File: src/sv/pfavs_pkg.sv
// pfavs_pkg: types, constants and codes for the page frame allocator.
// Shared by the controller, the datapath and the top level. No dependencies.
`timescale 1ns / 1ps

package pfavs_pkg;

    localparam int NUM_FRAMES_DEF = 16;
    localparam int NUM_PROCS      = 4;
    localparam int NUM_PAGES      = 16;

    localparam logic [4:0] FIRST_DATA_PAGE_RST = 5'd2;

    localparam logic [1:0] MODE_ALLOC   = 2'd0;
    localparam logic [1:0] MODE_FREE    = 2'd1;
    localparam logic [1:0] MODE_RELEASE = 2'd2;

    localparam logic [2:0] ST_ALLOC_FREE  = 3'd0;
    localparam logic [2:0] ST_ALLOC_EVICT = 3'd1;
    localparam logic [2:0] ST_NO_FRAME    = 3'd2;
    localparam logic [2:0] ST_FREED       = 3'd3;
    localparam logic [2:0] ST_IGNORED     = 3'd4;
    localparam logic [2:0] ST_RELEASED    = 3'd5;

    localparam logic [1:0] SCAN_FREE    = 2'd0;
    localparam logic [1:0] SCAN_VICTIM  = 2'd1;
    localparam logic [1:0] SCAN_RELEASE = 2'd2;

    typedef struct packed {
        logic [1:0] mode;
        logic [1:0] proc;
        logic [3:0] page;
        logic       allow_own;
        logic [3:0] frame;
    } req_t;

    typedef struct packed {
        logic [2:0] status;
        logic [3:0] frame_out;
        logic       evicted;
        logic [1:0] victim_proc;
        logic [3:0] victim_page;
        logic [3:0] freed_count;
    } rsp_t;

    typedef struct packed {
        logic       load;
        logic       scan_start;
        logic       scan_run;
        logic [1:0] kind;
        logic       want_same;
        logic       want_data;
        logic       set_status;
        logic       alloc;
        logic       evict;
        logic       release_hit;
        logic       do_free;
        logic       out_load;
        logic [2:0] status;
    } ctl_cmd_t;

    typedef struct packed {
        logic [1:0] mode;
        logic       alloc_ok;
        logic       free_ok;
        logic       rel_ok;
        logic       allow_same;
        logic       ev_valid;
        logic       ev_hit;
        logic       ev_last;
        logic       out_free;
    } ctl_stat_t;

endpackage

File: src/sv/pfavs_ctrl.sv
// pfavs_ctrl: sequencer for dispatch, free-frame scan, victim passes and release scan.
// Depends on pfavs_pkg; drives the datapath through ctl_cmd_t / ctl_stat_t.
`timescale 1ns / 1ps

module pfavs_ctrl
(
    input  logic                 clk,
    input  logic                 rst_n,
    input  logic                 in_valid,
    output logic                 in_ready,
    output pfavs_pkg::ctl_cmd_t  cmd,
    input  pfavs_pkg::ctl_stat_t stat
);

    localparam logic [2:0] S_IDLE     = 3'd0;
    localparam logic [2:0] S_DISPATCH = 3'd1;
    localparam logic [2:0] S_FSCAN    = 3'd2;
    localparam logic [2:0] S_VSCAN    = 3'd3;
    localparam logic [2:0] S_RSCAN    = 3'd4;
    localparam logic [2:0] S_FINISH   = 3'd5;

    logic [2:0] state_reg;
    logic [2:0] state_next;
    logic [1:0] pass_reg;
    logic [1:0] pass_next;
    logic       last_pass;

    assign in_ready  = (state_reg == S_IDLE);
    assign last_pass = (pass_reg == 2'd3) || ((pass_reg == 2'd2) && !stat.allow_same);

    always_comb
    begin
        cmd        = '0;
        state_next = state_reg;
        pass_next  = pass_reg;
        case (state_reg)
            S_IDLE:
            begin
                if (in_valid)
                begin
                    cmd.load   = 1'b1;
                    state_next = S_DISPATCH;
                end
            end
            S_DISPATCH:
            begin
                state_next     = S_FINISH;
                cmd.set_status = 1'b1;
                case (stat.mode)
                    pfavs_pkg::MODE_ALLOC:
                    begin
                        cmd.status = pfavs_pkg::ST_NO_FRAME;
                        if (stat.alloc_ok)
                        begin
                            cmd.scan_start = 1'b1;
                            state_next     = S_FSCAN;
                        end
                    end
                    pfavs_pkg::MODE_FREE:
                    begin
                        cmd.status  = stat.free_ok ? pfavs_pkg::ST_FREED
                                                   : pfavs_pkg::ST_IGNORED;
                        cmd.do_free = stat.free_ok;
                    end
                    pfavs_pkg::MODE_RELEASE:
                    begin
                        cmd.status = pfavs_pkg::ST_RELEASED;
                        if (stat.rel_ok)
                        begin
                            cmd.scan_start = 1'b1;
                            state_next     = S_RSCAN;
                        end
                    end
                    default:
                    begin
                        cmd.status = pfavs_pkg::ST_IGNORED;
                    end
                endcase
            end
            S_FSCAN:
            begin
                cmd.scan_run = 1'b1;
                cmd.kind     = pfavs_pkg::SCAN_FREE;
                cmd.status   = pfavs_pkg::ST_ALLOC_FREE;
                if (stat.ev_valid && stat.ev_hit)
                begin
                    cmd.alloc  = 1'b1;
                    state_next = S_FINISH;
                end
                else if (stat.ev_valid && stat.ev_last)
                begin
                    cmd.scan_start = 1'b1;
                    pass_next      = 2'd0;
                    state_next     = S_VSCAN;
                end
            end
            S_VSCAN:
            begin
                cmd.scan_run  = 1'b1;
                cmd.kind      = pfavs_pkg::SCAN_VICTIM;
                cmd.want_same = pass_reg[0];
                cmd.want_data = !pass_reg[1];
                cmd.status    = pfavs_pkg::ST_ALLOC_EVICT;
                if (stat.ev_valid && stat.ev_hit)
                begin
                    cmd.alloc  = 1'b1;
                    cmd.evict  = 1'b1;
                    state_next = S_FINISH;
                end
                else if (stat.ev_valid && stat.ev_last)
                begin
                    if (last_pass)
                    begin
                        cmd.set_status = 1'b1;
                        cmd.status     = pfavs_pkg::ST_NO_FRAME;
                        state_next     = S_FINISH;
                    end
                    else
                    begin
                        cmd.scan_start = 1'b1;
                        pass_next      = stat.allow_same ? pass_reg + 2'd1 : pass_reg + 2'd2;
                    end
                end
            end
            S_RSCAN:
            begin
                cmd.scan_run    = 1'b1;
                cmd.kind        = pfavs_pkg::SCAN_RELEASE;
                cmd.release_hit = stat.ev_valid && stat.ev_hit;
                if (stat.ev_valid && stat.ev_last)
                begin
                    state_next = S_FINISH;
                end
            end
            S_FINISH:
            begin
                if (stat.out_free)
                begin
                    cmd.out_load = 1'b1;
                    state_next   = S_IDLE;
                end
            end
            default:
            begin
                state_next = S_IDLE;
            end
        endcase
    end

    always_ff @(posedge clk or negedge rst_n)
    begin
        if (!rst_n)
        begin
            state_reg <= S_IDLE;
            pass_reg  <= 2'd0;
        end
        else
        begin
            state_reg <= state_next;
            pass_reg  <= pass_next;
        end
    end

    // scans only run for requests that passed the range checks
    a_scan_after_check: assert property (@(posedge clk) disable iff (!rst_n)
        (state_reg == S_DISPATCH && cmd.scan_start) |->
            ((stat.mode == pfavs_pkg::MODE_ALLOC && stat.alloc_ok) ||
             (stat.mode == pfavs_pkg::MODE_RELEASE && stat.rel_ok)))
        else $error("scan started for a rejected request");

    a_no_same_pass: assert property (@(posedge clk) disable iff (!rst_n)
        (state_reg == S_VSCAN && !stat.allow_same) |-> !pass_reg[0])
        else $error("own-process pass entered without permission");

endmodule

File: src/sv/pfavs_dp.sv
// pfavs_dp: frame tables, owner memory, scan pipeline, result and output registers.
// Depends on pfavs_pkg; controlled by pfavs_ctrl.
`timescale 1ns / 1ps

module pfavs_dp
#(
    parameter int NUM_FRAMES = pfavs_pkg::NUM_FRAMES_DEF
)
(
    input  logic                 clk,
    input  logic                 rst_n,
    input  logic                 cfg_we,
    input  logic [4:0]           cfg_wdata,
    input  pfavs_pkg::req_t      in_data,
    output logic                 out_valid,
    input  logic                 out_ready,
    output pfavs_pkg::rsp_t      out_data,
    input  pfavs_pkg::ctl_cmd_t  cmd,
    output pfavs_pkg::ctl_stat_t stat
);

    localparam int FW = $clog2(NUM_FRAMES);
    localparam int IW = FW + 1;

    logic [4:0]            fdp_reg;
    pfavs_pkg::req_t       req_reg;
    logic [NUM_FRAMES-1:0] frame_used_reg;
    logic [NUM_FRAMES-1:0] frame_used_next;
    logic [NUM_FRAMES-1:0] owner_valid_reg;
    logic [NUM_FRAMES-1:0] owner_valid_next;
    logic [1:0]            owner_proc_mem [NUM_FRAMES];
    logic [3:0]            owner_page_mem [NUM_FRAMES];
    logic [IW-1:0]         scan_idx_reg;
    logic                  rd_valid_reg;
    logic [FW-1:0]         rd_idx_reg;
    logic [1:0]            rd_proc_reg;
    logic [3:0]            rd_page_reg;
    pfavs_pkg::rsp_t       res_reg;
    pfavs_pkg::rsp_t       res_clr;
    logic                  out_valid_reg;
    pfavs_pkg::rsp_t       out_reg;

    logic          issue;
    logic [FW-1:0] free_idx;
    logic          proc_match;
    logic          same_page;
    logic          is_data;
    logic          hit;

    assign issue      = cmd.scan_run && (scan_idx_reg < IW'(NUM_FRAMES));
    assign free_idx   = FW'(req_reg.frame);
    assign proc_match = (rd_proc_reg == req_reg.proc);
    assign same_page  = (rd_page_reg == req_reg.page);
    assign is_data    = ({1'b0, rd_page_reg} >= fdp_reg);

    always_comb
    begin
        case (cmd.kind)
            pfavs_pkg::SCAN_FREE:
                hit = !frame_used_reg[rd_idx_reg];
            pfavs_pkg::SCAN_VICTIM:
                hit = owner_valid_reg[rd_idx_reg] && !(proc_match && same_page) &&
                      (proc_match == cmd.want_same) && (is_data == cmd.want_data);
            pfavs_pkg::SCAN_RELEASE:
                hit = owner_valid_reg[rd_idx_reg] && proc_match;
            default:
                hit = 1'b0;
        endcase
    end

    always_comb
    begin
        stat            = '0;
        stat.mode       = req_reg.mode;
        stat.alloc_ok   = (32'(req_reg.proc) < pfavs_pkg::NUM_PROCS) &&
                          (32'(req_reg.page) < pfavs_pkg::NUM_PAGES);
        stat.free_ok    = (req_reg.frame != 4'd0) && (32'(req_reg.frame) < NUM_FRAMES) &&
                          frame_used_reg[free_idx];
        stat.rel_ok     = (32'(req_reg.proc) < pfavs_pkg::NUM_PROCS);
        stat.allow_same = req_reg.allow_own;
        stat.ev_valid   = rd_valid_reg;
        stat.ev_hit     = hit;
        stat.ev_last    = (rd_idx_reg == FW'(NUM_FRAMES - 1));
        stat.out_free   = !out_valid_reg || out_ready;
    end

    always_comb
    begin
        res_clr        = '0;
        res_clr.status = cmd.status;
    end

    always_comb
    begin
        frame_used_next  = frame_used_reg;
        owner_valid_next = owner_valid_reg;
        if (cmd.alloc)
        begin
            frame_used_next[rd_idx_reg]  = 1'b1;
            owner_valid_next[rd_idx_reg] = 1'b1;
        end
        else if (cmd.release_hit)
        begin
            frame_used_next[rd_idx_reg]  = 1'b0;
            owner_valid_next[rd_idx_reg] = 1'b0;
        end
        else if (cmd.do_free)
        begin
            frame_used_next[free_idx]  = 1'b0;
            owner_valid_next[free_idx] = 1'b0;
        end
    end

    always_ff @(posedge clk or negedge rst_n)
    begin
        if (!rst_n)
        begin
            fdp_reg         <= pfavs_pkg::FIRST_DATA_PAGE_RST;
            frame_used_reg  <= NUM_FRAMES'(1);
            owner_valid_reg <= '0;
            scan_idx_reg    <= '0;
            rd_valid_reg    <= 1'b0;
            out_valid_reg   <= 1'b0;
        end
        else
        begin
            if (cfg_we)
            begin
                fdp_reg <= cfg_wdata;
            end
            frame_used_reg  <= frame_used_next;
            owner_valid_reg <= owner_valid_next;
            if (cmd.scan_start)
            begin
                scan_idx_reg <= IW'(1);
                rd_valid_reg <= 1'b0;
            end
            else
            begin
                if (issue)
                begin
                    scan_idx_reg <= scan_idx_reg + IW'(1);
                end
                rd_valid_reg <= issue;
            end
            if (cmd.out_load)
            begin
                out_valid_reg <= 1'b1;
            end
            else if (out_ready)
            begin
                out_valid_reg <= 1'b0;
            end
        end
    end

    // owner memory: one write port at the evaluated entry, one registered read port
    always_ff @(posedge clk)
    begin
        if (cmd.alloc)
        begin
            owner_proc_mem[rd_idx_reg] <= req_reg.proc;
            owner_page_mem[rd_idx_reg] <= req_reg.page;
        end
        if (issue)
        begin
            rd_idx_reg  <= scan_idx_reg[FW-1:0];
            rd_proc_reg <= owner_proc_mem[scan_idx_reg[FW-1:0]];
            rd_page_reg <= owner_page_mem[scan_idx_reg[FW-1:0]];
        end
    end

    always_ff @(posedge clk)
    begin
        if (cmd.load)
        begin
            req_reg <= in_data;
        end
        if (cmd.set_status)
        begin
            res_reg <= res_clr;
        end
        else if (cmd.alloc)
        begin
            res_reg.status      <= cmd.status;
            res_reg.frame_out   <= 4'(rd_idx_reg);
            res_reg.evicted     <= cmd.evict;
            res_reg.victim_proc <= cmd.evict ? rd_proc_reg : 2'd0;
            res_reg.victim_page <= cmd.evict ? rd_page_reg : 4'd0;
            res_reg.freed_count <= 4'd0;
        end
        else if (cmd.release_hit)
        begin
            res_reg.freed_count <= res_reg.freed_count + 4'd1;
        end
        if (cmd.out_load)
        begin
            out_reg <= res_reg;
        end
    end

    assign out_valid = out_valid_reg;
    assign out_data  = out_reg;

    a_frame0_reserved: assert property (@(posedge clk) disable iff (!rst_n)
        frame_used_reg[0])
        else $error("frame 0 lost its reservation");

    a_owner_implies_used: assert property (@(posedge clk) disable iff (!rst_n)
        (owner_valid_reg & ~frame_used_reg) == '0)
        else $error("owned frame marked unused");

    a_evict_status: assert property (@(posedge clk) disable iff (!rst_n)
        out_valid_reg |-> (out_reg.evicted == (out_reg.status == pfavs_pkg::ST_ALLOC_EVICT)))
        else $error("eviction flag disagrees with status");

    a_out_slot_free: assert property (@(posedge clk) disable iff (!rst_n)
        cmd.out_load |-> (!out_valid_reg || out_ready))
        else $error("result overwrote a pending transaction");

endmodule

File: src/sv/page_frame_allocator_victim_select.sv
// Allocate runs a free-frame scan and, if no frame is free, victim passes; release runs a
// release scan; free, ignored and rejected transactions run no scan. Scans step one frame
// per cycle through the owner memory read port.
// One transaction in flight; the next is accepted once the result is in the output register.
// Reset (rst_n async, active low): frame 0 reserved, all other frames free and unowned,
// data page base = 2, no pending result. Owner memory contents are not reset.
`timescale 1ns / 1ps

module page_frame_allocator_victim_select
#(
    parameter int NUM_FRAMES = pfavs_pkg::NUM_FRAMES_DEF
)
(
    input  logic            clk,
    input  logic            rst_n,
    input  logic            cfg_we,
    input  logic [4:0]      cfg_wdata,
    input  logic            in_valid,
    output logic            in_ready,
    input  pfavs_pkg::req_t in_data,
    output logic            out_valid,
    input  logic            out_ready,
    output pfavs_pkg::rsp_t out_data
);

    pfavs_pkg::ctl_cmd_t  cmd;
    pfavs_pkg::ctl_stat_t stat;

    pfavs_ctrl u_ctrl
    (
        .clk      (clk),
        .rst_n    (rst_n),
        .in_valid (in_valid),
        .in_ready (in_ready),
        .cmd      (cmd),
        .stat     (stat)
    );

    pfavs_dp
    #(
        .NUM_FRAMES (NUM_FRAMES)
    )
    u_dp
    (
        .clk       (clk),
        .rst_n     (rst_n),
        .cfg_we    (cfg_we),
        .cfg_wdata (cfg_wdata),
        .in_data   (in_data),
        .out_valid (out_valid),
        .out_ready (out_ready),
        .out_data  (out_data),
        .cmd       (cmd),
        .stat      (stat)
    );

endmodule
File: config.mk
export PLATFORM = sky130hd
export DESIGN_NAME = page_frame_allocator_victim_select
export DESIGN_NICKNAME = d
export VERILOG_FILES = /design/src/sv/pfavs_pkg.sv /design/src/sv/pfavs_ctrl.sv /design/src/sv/pfavs_dp.sv /design/src/sv/page_frame_allocator_victim_select.sv
export SDC_FILE = /design/constraint.sdc
export NUM_CORES = 1
export LEC_CHECK = 0
export BUFFER_PORTS_ARGS = -buffer_cell sky130_fd_sc_hd__buf_2
export CAP_MARGIN = 20
export CORE_AREA = 5 5 194 196
export CTS_CLUSTER_SIZE = 16
export DETAILED_ROUTE_END_ITERATION = 8
export DIE_AREA = 0 0 199 201
export SYNTH_ARGS = -nofsm -noshare
export SYNTH_HDL_FRONTEND = slang
export SYNTH_SLANG_ARGS = --single-unit
File: constraint.sdc
create_clock -name clk -period 4 [get_ports clk]
set_input_delay 0.4 -clock clk [delete_from_list [all_inputs] [get_ports clk]]
set_output_delay 0.4 -clock clk [all_outputs]
set_load 0.02 [all_outputs]
==> results of run 1 <==
## cells by family (layout without fill, tap and decap cells)
logic type,Yosys count,in the layout
AO/OA/AOI/OAI,112,112
XOR/XNOR,11,11
adder cells (fa/ha/maj),8,8
buffers and inverters,68,148
flip-flops,204,204
multiplexers,52,52
AND/OR/NAND/NOR,130,130
## Yosys cell counts, types with 3 or more instances
| library cell | count |
|---|---|
| a21boi_0 | 8 |
| a21oi_1 | 18 |
| a221oi_1 | 10 |
| a2bb2oi_1 | 3 |
| a31oi_1 | 11 |
| a32oi_1 | 5 |
| and2_1 | 5 |
| and3_1 | 7 |
| buf_1 | 6 |
| clkbuf_1 | 23 |
| dfrtp_1 | 47 |
| dfxtp_1 | 15 |
| edfxtp_1 | 140 |
| ha_1 | 8 |
| inv_1 | 37 |
| mux2_2 | 3 |
| mux2i_1 | 5 |
| mux4_2 | 44 |
| nand2_1 | 22 |
| nand2b_1 | 11 |
| nand3_1 | 5 |
| nor2_1 | 28 |
| nor2b_1 | 11 |
| nor3_1 | 11 |
| nor3b_1 | 3 |
| nor4_1 | 6 |
| o21a_1 | 5 |
| o21ai_0 | 10 |
| o21ba_2 | 6 |
| o22ai_1 | 4 |
| o32ai_1 | 6 |
| or3_1 | 3 |
| or4_1 | 8 |
| xnor2_1 | 3 |
| xor2_1 | 8 |
## critical path: stages, from the launching register on
cell      delay [ns]
edfxtp_1        0.77
mux4_2          0.58
mux4_2          0.51
nor3b_2         0.24
nand2_1         0.11
a21boi_1        0.30
or4_1           0.66
inv_1           0.24
## cell type report
type / count / share of cell area, %
flip-flops and latches: 204 / 55.3
multi-input cells: 313 / 27.0
clock buffers: 27 / 5.70
well taps: 468 / 5.65
repair buffers: 69 / 4.01
inverters: 37 / 1.34
clock inverters: 15 / 1.00
## cells in the final DEF, fill, tap and decap left out, types with 15 or more instances in the layout
master	count
edfxtp_1	140
dfrtp_1	47
mux4_2	44
buf_2	42
inv_1	37
nor2_1	28
buf_4	26
clkbuf_16	23
nand2_1	22
a21oi_1	18
dfxtp_1	15
## worst paths after layout
path	to	slack (ns)	cells after the start
max	u_dp.owner_proc_mem[6][1]	0.27	7
min	u_dp.req_reg[6]	0.07	1
max reg2reg	u_dp.owner_proc_mem[6][1]	0.27	7
min reg2reg	u_dp.out_data[15]	0.42	0
max in group asynchronous	u_dp.fdp_reg[1]	2.72	3
min in group asynchronous	u_dp.frame_used_reg[11]	0.43	2
## through the flow
stage / power (mW) / hold WS (ns) / cell area (um2) / util [%]
floorplan: 4.36 / 0.104 / 8790 / -
global placement: 4.99 / 0.405 / 9660 / 26.9
detailed placement: 4.99 / 0.407 / 9660 / 26.9
CTS: 6.96 / 0.0426 / 10400 / 28.9
global route: 7.29 / 0.0506 / 10400 / 28.9
finish: 6.89 / 0.0675 / 10400 / 28.9
## report_power, final
group          leakage [nW]  switching (mW)  total (mW)  internal (mW)
Combinational          1.38            1.00        1.82          0.818
Clock                 0.342           0.819        1.94           1.12
Sequential             2.05           0.434        3.13           2.70
## metal layers
| metal | up-vias | track usage [%] |
|---|---|---|
| li1 | 2412 | - |
| met1 | 2628 | 14.5 |
| met2 | 150 | 15.3 |
| met3 | 26 | 2.13 |
| met4 | 0 | 2.76 |
| met5 | - | 0 |
==> results.json, run 1 <==
{
  "clk_latency_ns": 0.51,
  "met2_length_mm": 9.28,
  "yosys.area.top_type_share_pct": 47.8,
  "synth-main-ff-cell": "edfxtp_1",
  "postCtsSetupRepairBufs": 0,
  "layout_setup_ws_ns": 0.269,
  "r2r-start": "u_dp.rd_idx_reg[0]",
  "clk_pin_slew_ns": 0.06,
  "core_um2": 35900,
  "synthesis.nets": 616,
  "synth_compound_area_share_pct": 9.37,
  "grt_usage_pct": 10.0,
  "grt_pass1_wl_mm": 31.7,
  "worst_pin_slew_ns": 1.10,
  "clock-sinks": 204,
  "die_h_um": 201,
  "wl_met1_mm": 9.25,
  "grt-ovfl-total": 0,
  "largest_register": "u_dp.owner_page_mem",
  "ir_drop_uv": 275,
  "h-tree-depth": 1,
  "synthMuxAreaShare_pct": 12.2,
  "route.met3.wl_mm": 1.35,
  "die_area_um2": 40000,
  "pre_cts_slack_ns": 0.250,
  "dieWidth_um": 199,
  "startpoint_type": "register",
  "fin_skew_ns": 0.00984,
  "wl_mm": 20.3,
  "synthTopCellsByArea": "edfxtp_1 (48%), dfrtp_1 (13%), mux4_2 (11%), dfxtp_1 (3.4%), inv_1 (1.6%)",
  "synth_fa_ha_area_share_pct": 1.14,
  "power.leakage_nw": 3.77,
  "regArea_um2": 5730,
  "cellPowerDensity_nw_per_um2": 665,
  "crit_required_ns": 4.19,
  "grt_max_degree": 29,
  "synth_xor_area_share_pct": 1.10,
  "start_util_pct": 24.5,
  "largest_reg_flops": 64,
  "antennaDiodeCount": 0,
  "ios": 43,
  "synth-edff-count": 140,
  "finalHoldViolCount": 0,
  "avgSynthCellArea_um2": 15.0,
  "n_fill_cell": 3615,
  "report.final.slew_viol_count": 0,
  "topRoutingLayerUsed": "met4",
  "grt_pass1_vias": 5240,
  "min_from": "in_data[6]",
  "cts_buffer_depth": 3,
  "vias_per_cell": 4.60,
  "ys_seq_area_share_pct": 65.3,
  "timing.fmax_ghz": 0.268,
  "end_kind": "register",
  "antenna_found_initial": 0,
  "rows": 70,
  "min_path_type": "input pin to register",
  "slew_headroom_pct": 26.3,
  "rsz0062_at_grt": "false",
  "worst-setup-path-type": "register to register",
  "via_count": 5216,
  "ys_types": 64,
  "synth_top_family_by_area": "multiplexers",
  "worstPathArrival_ns": 3.92,
  "portBuffers": 42,
  "cp_max_fo": 15,
  "place_hpwl_mm": 14.6,
  "startpoint": "u_dp.rd_idx_reg[0]",
  "syn2layout_area_growth_pct": 18.0,
  "setup_viol": 0,
  "status": "complete, no violations",
  "synth-simple-area-share_pct": 7.95,
  "first_iter_violations": 352,
  "finalCritPeriodShare_pct": 93.3,
  "final_nets": 679,
  "cts-root-buf": "clkbuf_16",
  "cts_hold_buf": 1,
  "dr.pass1.iters": 5,
  "antenna_left": 0,
  "multiInputGateArea_um2": 2800,
  "netlist_instances": 585,
  "fin_cells": 1133,
  "final_layout_size_suffix_gt1_share_pct": 24.2,
  "post_cts_resized": 0,
  "dp_cells": 1090,
  "yosys_warnings": 0,
  "cap_violations": 0,
  "largest_registers": "u_dp.owner_page_mem (64), u_dp.owner_proc_mem (32)",
  "ys_seq_elements": 204,
  "wl_per_cell_um": 17.9,
  "async_flop_share_pct": 24.0,
  "syn_area_um2": 8790,
  "cts_tree": "done",
  "place_congestion": 0.860,
  "tns_ns": 0,
  "synth_top_area_cell": "edfxtp_1",
  "numCtsBuffers": 23,
  "drc": 0,
  "period_minus_slack_ns": 3.73
}
Power figures use the tool's default switching activity.
==> inputs of run 2 (changes only) <==
Settings changed: REMOVE_ABC_BUFFERS set to 1, SYNTH_HIERARCHICAL set to 1.
==> run 2 against run 1 <==
  * Utilization barely moved
  * Highest routed layer unchanged
  * Register-to-register slack barely moved
  * Setup slack got worse by 0.0017 ns
  * Clock-buffer cell count fell by 1
  * First-iteration DRC count rose by 25%
  * Final cell count rose by 0.97%
  * Clock power rose by 4%
  * Worst hold slack got worse by 0.039 ns
  * Largest power group unchanged
  * Total power fell by 1.1%
  * Non-clock buffer count rose by 10
  * Critical path type unchanged
  * Largest cell class unchanged
  * Sequential share of layout area fell by 0.087 points
==> results.json, run 2 <==
{
  "clk_latency_ns": 0.51,
  "via_count": 5137,
  "synth_xor_area_share_pct": 1.19,
  "ys_seq_area_share_pct": 65.0,
  "die_area_um2": 40000,
  "worst-setup-path-type": "register to register",
  "syn_area_um2": 8820,
  "async_flop_share_pct": 24.0,
  "end_kind": "register",
  "cts_tree": "done",
  "cap_violations": 0,
  "startpoint": "u_dp/rd_idx_reg[0]",
  "largest_registers": "u_dp/owner_page_mem (64), u_dp/owner_proc_mem (32)",
  "grt_pass1_vias": 5324,
  "synth_top_area_cell": "edfxtp_1",
  "slew_headroom_pct": 29.8,
  "yosysMostFrequentCell": "edfxtp_1",
  "avgSynthCellArea_um2": 14.9,
  "startpoint_type": "register",
  "synthMuxAreaShare_pct": 12.5,
  "h-tree-depth": 1,
  "clk_pin_slew_ns": 0.06,
  "wl_per_cell_um": 16.8,
  "synth-simple-area-share_pct": 9.63,
  "yosys_warnings": 6,
  "path_buf_inv": 2,
  "antenna_left": 0,
  "grt_usage_pct": 9.63,
  "grt-ovfl-total": 0,
  "max_stage_delay_ns": 0.83,
  "fin_skew_ns": 0.0166,
  "post_cts_resized": 0,
  "rows": 70,
  "synth-edff-count": 140,
  "final_layout_size_suffix_gt1_share_pct": 23.4,
  "drc": 0,
  "crit_slowest_cell": "edfxtp_1",
  "grt_pass1_wl_mm": 30.8,
  "tns_ns": 0,
  "largest_reg_flops": 64,
  "mostFrequentLayoutCell": "edfxtp_1",
  "worstPathArrival_ns": 4.15,
  "synth_compound_area_share_pct": 7.21,
  "layout_setup_ws_ns": 0.268,
  "r2r-start": "u_dp/rd_idx_reg[0]",
  "timing.fmax_ghz": 0.268,
  "cts_buffer_depth": 3,
  "dr.pass1.iters": 5,
  "largest_register": "u_dp/owner_page_mem",
  "core_um2": 35900,
  "period_minus_slack_ns": 3.73,
  "final_nets": 690,
  "finalCritPeriodShare_pct": 93.3,
  "ys_seq_elements": 204,
  "crit_chain": "buf_4 > mux4_2 > nand3_1 > nand3_1 > o31ai_1 > o22ai_1 > nand2_1 > nor2_1 > buf_4 > o21ai_0 > nor2_1 > nor2_1",
  "worst_pin_slew_ns": 1.05,
  "finalHoldViolCount": 0,
  "report.final.slew_viol_count": 0,
  "min_path_type": "input pin to async pin",
  "n_fill_cell": 3622,
  "cts-root-buf": "clkbuf_16",
  "setup_viol": 0,
  "wl_mm": 19.2,
  "reg2reg_depth": 12,
  "power.leakage_nw": 3.80,
  "crit_required_ns": 4.42,
  "mostFrequentLayoutCells": "edfxtp_1 (140), nor2_1 (72), dfrtp_1 (47)",
  "place_hpwl_mm": 13.8,
  "synthTopCellsByCount": "edfxtp_1 (140), nor2_1 (72), dfrtp_1 (47)",
  "cp.depth": 12,
  "place_congestion": 0.881,
  "ys_types": 67,
  "die_h_um": 201,
  "grt_max_degree": 50,
  "portBuffers": 42,
  "synthTopCellsByArea": "edfxtp_1 (48%), dfrtp_1 (13%), mux4_2 (5.6%), mux4_1 (5.4%), dfxtp_1 (3.4%)",
  "ios": 43,
  "first_iter_violations": 440,
  "yosys.area.top_type_share_pct": 47.7,
  "cellPowerDensity_nw_per_um2": 656,
  "cp_top_family": "compound AO/OA/AOI/OAI gates",
  "vias_per_cell": 4.49,
  "path_common_cell": "nor2_1",
  "netlist_instances": 591,
  "cts_hold_buf": 0,
  "power_mw": 6.81,
  "ir_drop_uv": 278,
  "pre_cts_slack_ns": 0.366,
  "rsz0062_at_grt": "false",
  "numCtsBuffers": 23,
  "syn2layout_area_growth_pct": 17.7,
  "antennaDiodeCount": 0,
  "dieWidth_um": 199,
  "synth_fa_ha_area_share_pct": 1.13,
  "status": "complete, no violations",
  "synth_top_family_by_area": "multiplexers",
  "start_util_pct": 24.6,
  "postCtsSetupRepairBufs": 0,
  "cp_max_fo": 17,
  "synth-main-ff-cell": "edfxtp_1",
  "clock-sinks": 204,
  "antenna_found_initial": 0
}
run 2: where the power goes:
part / internal, mW / switching, mW
clock: 1.19 / 0.820
combinational: 0.817 / 0.922
sequential: 2.69 / 0.376
total: 4.70 / 2.12
run 2: worst paths after layout:
path                                      endpoint  slack, ns
max                         u_dp/frame_used_reg[8]       0.27
min                        u_dp/owner_valid_reg[6]       0.03
max reg2reg                 u_dp/frame_used_reg[8]       0.27
min reg2reg                      u_dp/out_data[17]       0.42
max in group asynchronous          u_dp/fdp_reg[2]       3.50
min in group clk                   u_dp/req_reg[5]       0.07
run 2: cells by family (layout without fill, tap and decap cells):
group | count (synthesis) | count (layout)
simple gates | 174 | 174
other cells | 1 | 2
buf+inv | 50 | 134
fa+ha+maj | 8 | 8
mux | 53 | 53
flops | 204 | 204
xor+xnor | 12 | 12
compound gates | 89 | 89
run 2: layout make-up:
cell class	instances	area, um2	area share, %
Sequential cell	204	5730	55.2
Multi-Input combinational cell	338	2800	27.0
Clock buffer	26	587	5.65
Tap cell	468	586	5.64
Timing Repair Buffer	79	485	4.68
Clock inverter	16	141	1.36
Inverter	13	48.8	0.470
run 2: stage by stage:
stage | hold slack [ns] | std cells | instance area, um2 | util [%]
floorplan | 0.104 | 555 | 8580 | -
global placement | 0.408 | 1101 | 9650 | 26.9
detailed placement | 0.407 | 1102 | 9650 | 26.9
CTS | 0.0360 | 1144 | 10400 | 28.9
global route | 0.0447 | 1144 | 10400 | 28.9
finish | 0.0285 | 1144 | 10400 | 28.9
run 2: per-layer routing:
layer / GRT usage (%) / vias up / wire length (um)
li1: - / 2393 / -
met1: 13.5 / 2572 / 8590
met5: 0 / - / 0
met2: 15.3 / 132 / 9090
met3: 1.86 / 40 / 1060
met4: 2.74 / 0 / 431
==> inputs of run 3 (changes only) <==
--- a/config.mk
+++ b/config.mk
@@ -7,8 +7,9 @@
 export LEC_CHECK = 0
+export ABC_AREA = 1
 export BUFFER_PORTS_ARGS = -buffer_cell sky130_fd_sc_hd__buf_2
 export CAP_MARGIN = 20
-export CORE_AREA = 5 5 194 196
+export CORE_AREA = 2 2 194 196
 export CTS_CLUSTER_SIZE = 16
 export DETAILED_ROUTE_END_ITERATION = 8
-export DIE_AREA = 0 0 199 201
+export DIE_AREA = 0 0 196 198
 export REMOVE_ABC_BUFFERS = 1
==> constraint.sdc (replaced) <==
create_clock -name clk -period 4 [get_ports clk]
set_input_delay 0.8 -clock clk [delete_from_list [all_inputs] [get_ports clk]]
set_output_delay 0.8 -clock clk [all_outputs]
set_load 0.02 [all_outputs]
==> run 3 against run 2 <==
  * Register-to-register slack gained 0.56 ns
  * Setup slack better by 0.56 ns
  * Total power up 1.6%
  * Clock power is essentially flat
  * Final cell count up 27%
  * Combinational power is 16% higher
  * Sequential power shrank 6%
  * Final area increased by 1.9%
  * Largest power group unchanged
  * Area after synthesis is 2.7% higher
  * Flip-flop and latch count is the same
==> results.json, run 3 <==
{
  "largest_reg_flops": 64,
  "pre_cts_slack_ns": 0.788,
  "synth_compound_area_share_pct": 12.3,
  "min_path_type": "input pin to async pin",
  "place_congestion": 0.927,
  "layout_setup_ws_ns": 0.830,
  "final_cell_area_um2": 10600,
  "setup_viol": 0,
  "first_iter_violations": 542,
  "end_kind": "register",
  "postCtsSetupRepairBufs": 0,
  "final_layout_size_suffix_gt1_share_pct": 15.1,
  "met2_usage_pct": 17.6,
  "place_hpwl_mm": 15.5,
  "grt-ovfl-total": 0,
  "startpoint_type": "register",
  "yosysMostFrequentCell": "nand2_1",
  "synth_fa_ha_area_share_pct": 1.11,
  "synth-edff-count": 140,
  "synth_top_family_by_area": "simple AND/OR/NAND/NOR gates",
  "core_um2": 37000,
  "synth-simple-area-share_pct": 15.4,
  "path_buf_inv": 2,
  "place_area_um2": 9850,
  "grt_usage_pct": 11.2,
  "clk_pin_slew_ns": 0.06,
  "startpoint": "u_dp/req_reg[9]",
  "mostFrequentLayoutCell": "nand2_1",
  "h-tree-depth": 1,
  "rows": 71,
  "dieWidth_um": 196,
  "ys_seq_area_share_pct": 63.3,
  "drc": 0,
  "largest_register": "u_dp/owner_page_mem",
  "max_stage_delay_ns": 0.74,
  "multiInputGateArea_um2": 2640,
  "wl_per_cell_um": 14.9,
  "cp_max_fo": 18,
  "async_flop_share_pct": 24.0,
  "portBuffers": 42,
  "n_fill_cell": 3842,
  "die_area_um2": 38800,
  "mostFrequentLayoutCells": "nand2_1 (149), edfxtp_1 (140), inv_1 (129)",
  "final_nets": 990,
  "cts_buffer_depth": 3,
  "status": "complete, no violations",
  "worstPathArrival_ns": 3.32,
  "ir_drop_uv": 277,
  "cts-root-buf": "clkbuf_16",
  "grt_most_used_layer": "met2",
  "grtUsageMet1_pct": 15.7,
  "grt_pass1_vias": 6330,
  "r2r-start": "u_dp/req_reg[9]",
  "grt.met3_usage_pct": 2.37,
  "regArea_um2": 5730,
  "synthTopCellsByArea": "edfxtp_1 (46%), dfrtp_1 (13%), nand2_1 (6.2%), inv_1 (5.3%), o21ai_0 (4.9%)",
  "yosys.area.top_type_share_pct": 46.4,
  "vias_per_cell": 4.45,
  "largest_registers": "u_dp/owner_page_mem (64), u_dp/owner_proc_mem (32)",
  "avgSynthCellArea_um2": 10.0,
  "numCtsBuffers": 22,
  "cts_tree": "done",
  "report.final.slew_viol_count": 0,
  "finalCritPeriodShare_pct": 79.2,
  "ios": 43,
  "tns_ns": 0,
  "worst-setup-path-type": "register to register",
  "dr.pass1.iters": 5,
  "clk_latency_ns": 0.50,
  "synth_top_area_cell": "edfxtp_1",
  "die_h_um": 198,
  "antennaDiodeCount": 0,
  "slew_headroom_pct": 44.3,
  "power.leakage_nw": 4.15,
  "period_minus_slack_ns": 3.17,
  "ys_seq_elements": 204,
  "ys_types": 40,
  "start_util_pct": 24.5,
  "rsz0062_at_grt": "false",
  "netlist_instances": 903,
  "wl_mm": 21.5,
  "syn_area_um2": 9050,
  "clock-sinks": 204,
  "cap_violations": 0,
  "grt_max_degree": 52,
  "via_count": 6441,
  "post_cts_resized": 0,
  "antenna_found_initial": 0,
  "worst_pin_slew_ns": 0.835,
  "timing.fmax_ghz": 0.315,
  "yosys_warnings": 6,
  "syn2layout_area_growth_pct": 16.8,
  "fin_skew_ns": 0.0151,
  "crit_chain": "nand2_1 > nand2_1 > nand2_1 > nor2_1 > nand2_1 > nand2_1 > nand3_1 > nand2_1 > nand2_1 > nand2_1 > nand2_1 > nor2_1 > inv_1 > buf_4 > nor2_2",
  "cp_top_family": "simple AND/OR/NAND/NOR gates",
  "synth_xor_area_share_pct": 0,
  "finalHoldViolCount": 0,
  "cellPowerDensity_nw_per_um2": 655,
  "antenna_left": 0,
  "synth-main-ff-cell": "edfxtp_1",
  "synthTopCellsByCount": "nand2_1 (149), edfxtp_1 (140), inv_1 (129)",
  "crit_slowest_cell": "edfxtp_1",
  "cts_hold_buf": 0,
  "grt_pass1_wl_mm": 34.6,
  "crit_required_ns": 4.15,
  "synthMuxAreaShare_pct": 0.124,
  "path_common_cell": "nand2_1"
}
==> run 3: changes by cell type after synthesis, sizes merged, moves of 20 or more <==
cell / previous run / this run
nand3: 6 / 30
nor2: 72 / 122
o21ai: 10 / 90
mux4: 40 / 0
o22ai: 12 / 32
inv: 12 / 140
o21a: 23 / 2
a21oi: 9 / 46
nand2: 40 / 158
==> run 3: metrics by stage <==
stage / std cells / hold WS [ns] / util, % / total power [mW]
after floorplan: 874 / 0.400 / - / 4.21
after global placement: 1409 / 0.404 / 26.7 / 4.90
after detailed placement: 1409 / 0.408 / 26.7 / 4.94
after CTS: 1448 / 0.392 / 28.6 / 6.98
after global routing: 1448 / 0.423 / 28.6 / 7.34
final: 1448 / 0.372 / 28.6 / 6.92
==> run 3: power by group <==
group / total [mW] / internal, mW / switching, mW
logic: 2.02 / 0.587 / 1.43
registers: 2.89 / 2.66 / 0.237
clock network: 2.02 / 1.20 / 0.815
total: 6.92 / 4.44 / 2.48
==> run 3: cells by family (layout without fill, tap and decap cells) <==
logic type               count (synthesis)  in the layout
AO/OA/AOI/OAI                          194            194
multiplexers                             1              1
AND/OR/NAND/NOR                        324            324
buffers and inverters                  171            241
adder cells (fa/ha/maj)                  8              8
flip-flops                             204            204
other                                    1              2
==> run 3: path summary, 6_finish.rpt <==
kind                            cells past startpoint  slack (ns)                   endpoint
worst max-delay path                               15        0.83  u_dp/owner_page_mem[3][2]
worst min-delay path                                1        0.37        u_ctrl/state_reg[2]
worst max register to register                     15        0.83  u_dp/owner_page_mem[3][2]
worst min register to register                      0        0.42          u_dp/out_data[17]
max in group asynchronous                           2        2.85     u_dp/frame_used_reg[9]
min in group clk                                    0        0.42          u_dp/out_data[17]
==> run 3: routing by layer <==
layer,wire length (um),share of wire (%)
met3,1510,7.0
met2,9550,44
met1,10000,47
met5,0,0
met4,438,2.0
==> run 3: area by class of cell <==
class,instances,area share (%)
Sequential cell,204,54.2
Multi-Input combinational cell,529,24.9
Tap cell,474,5.61
Timing Repair Buffer,61,3.34
Inverter,141,5.10
Clock buffer,28,5.71
Clock inverter,11,1.14
==> run 3: worst reg2reg max path: stages (launching register included) <==
cell and delay [ns]:
edfxtp_1 0.74, nand2_1 0.11, nand2_1 0.13, nand2_1 0.08
nor2_1 0.09, nand2_1 0.06, nand2_1 0.05, nand3_1 0.08
nand2_1 0.08, nand2_1 0.05, nand2_1 0.09, nand2_1 0.17
nor2_1 0.18, inv_1 0.30, buf_4 0.28, nor2_2 0.33
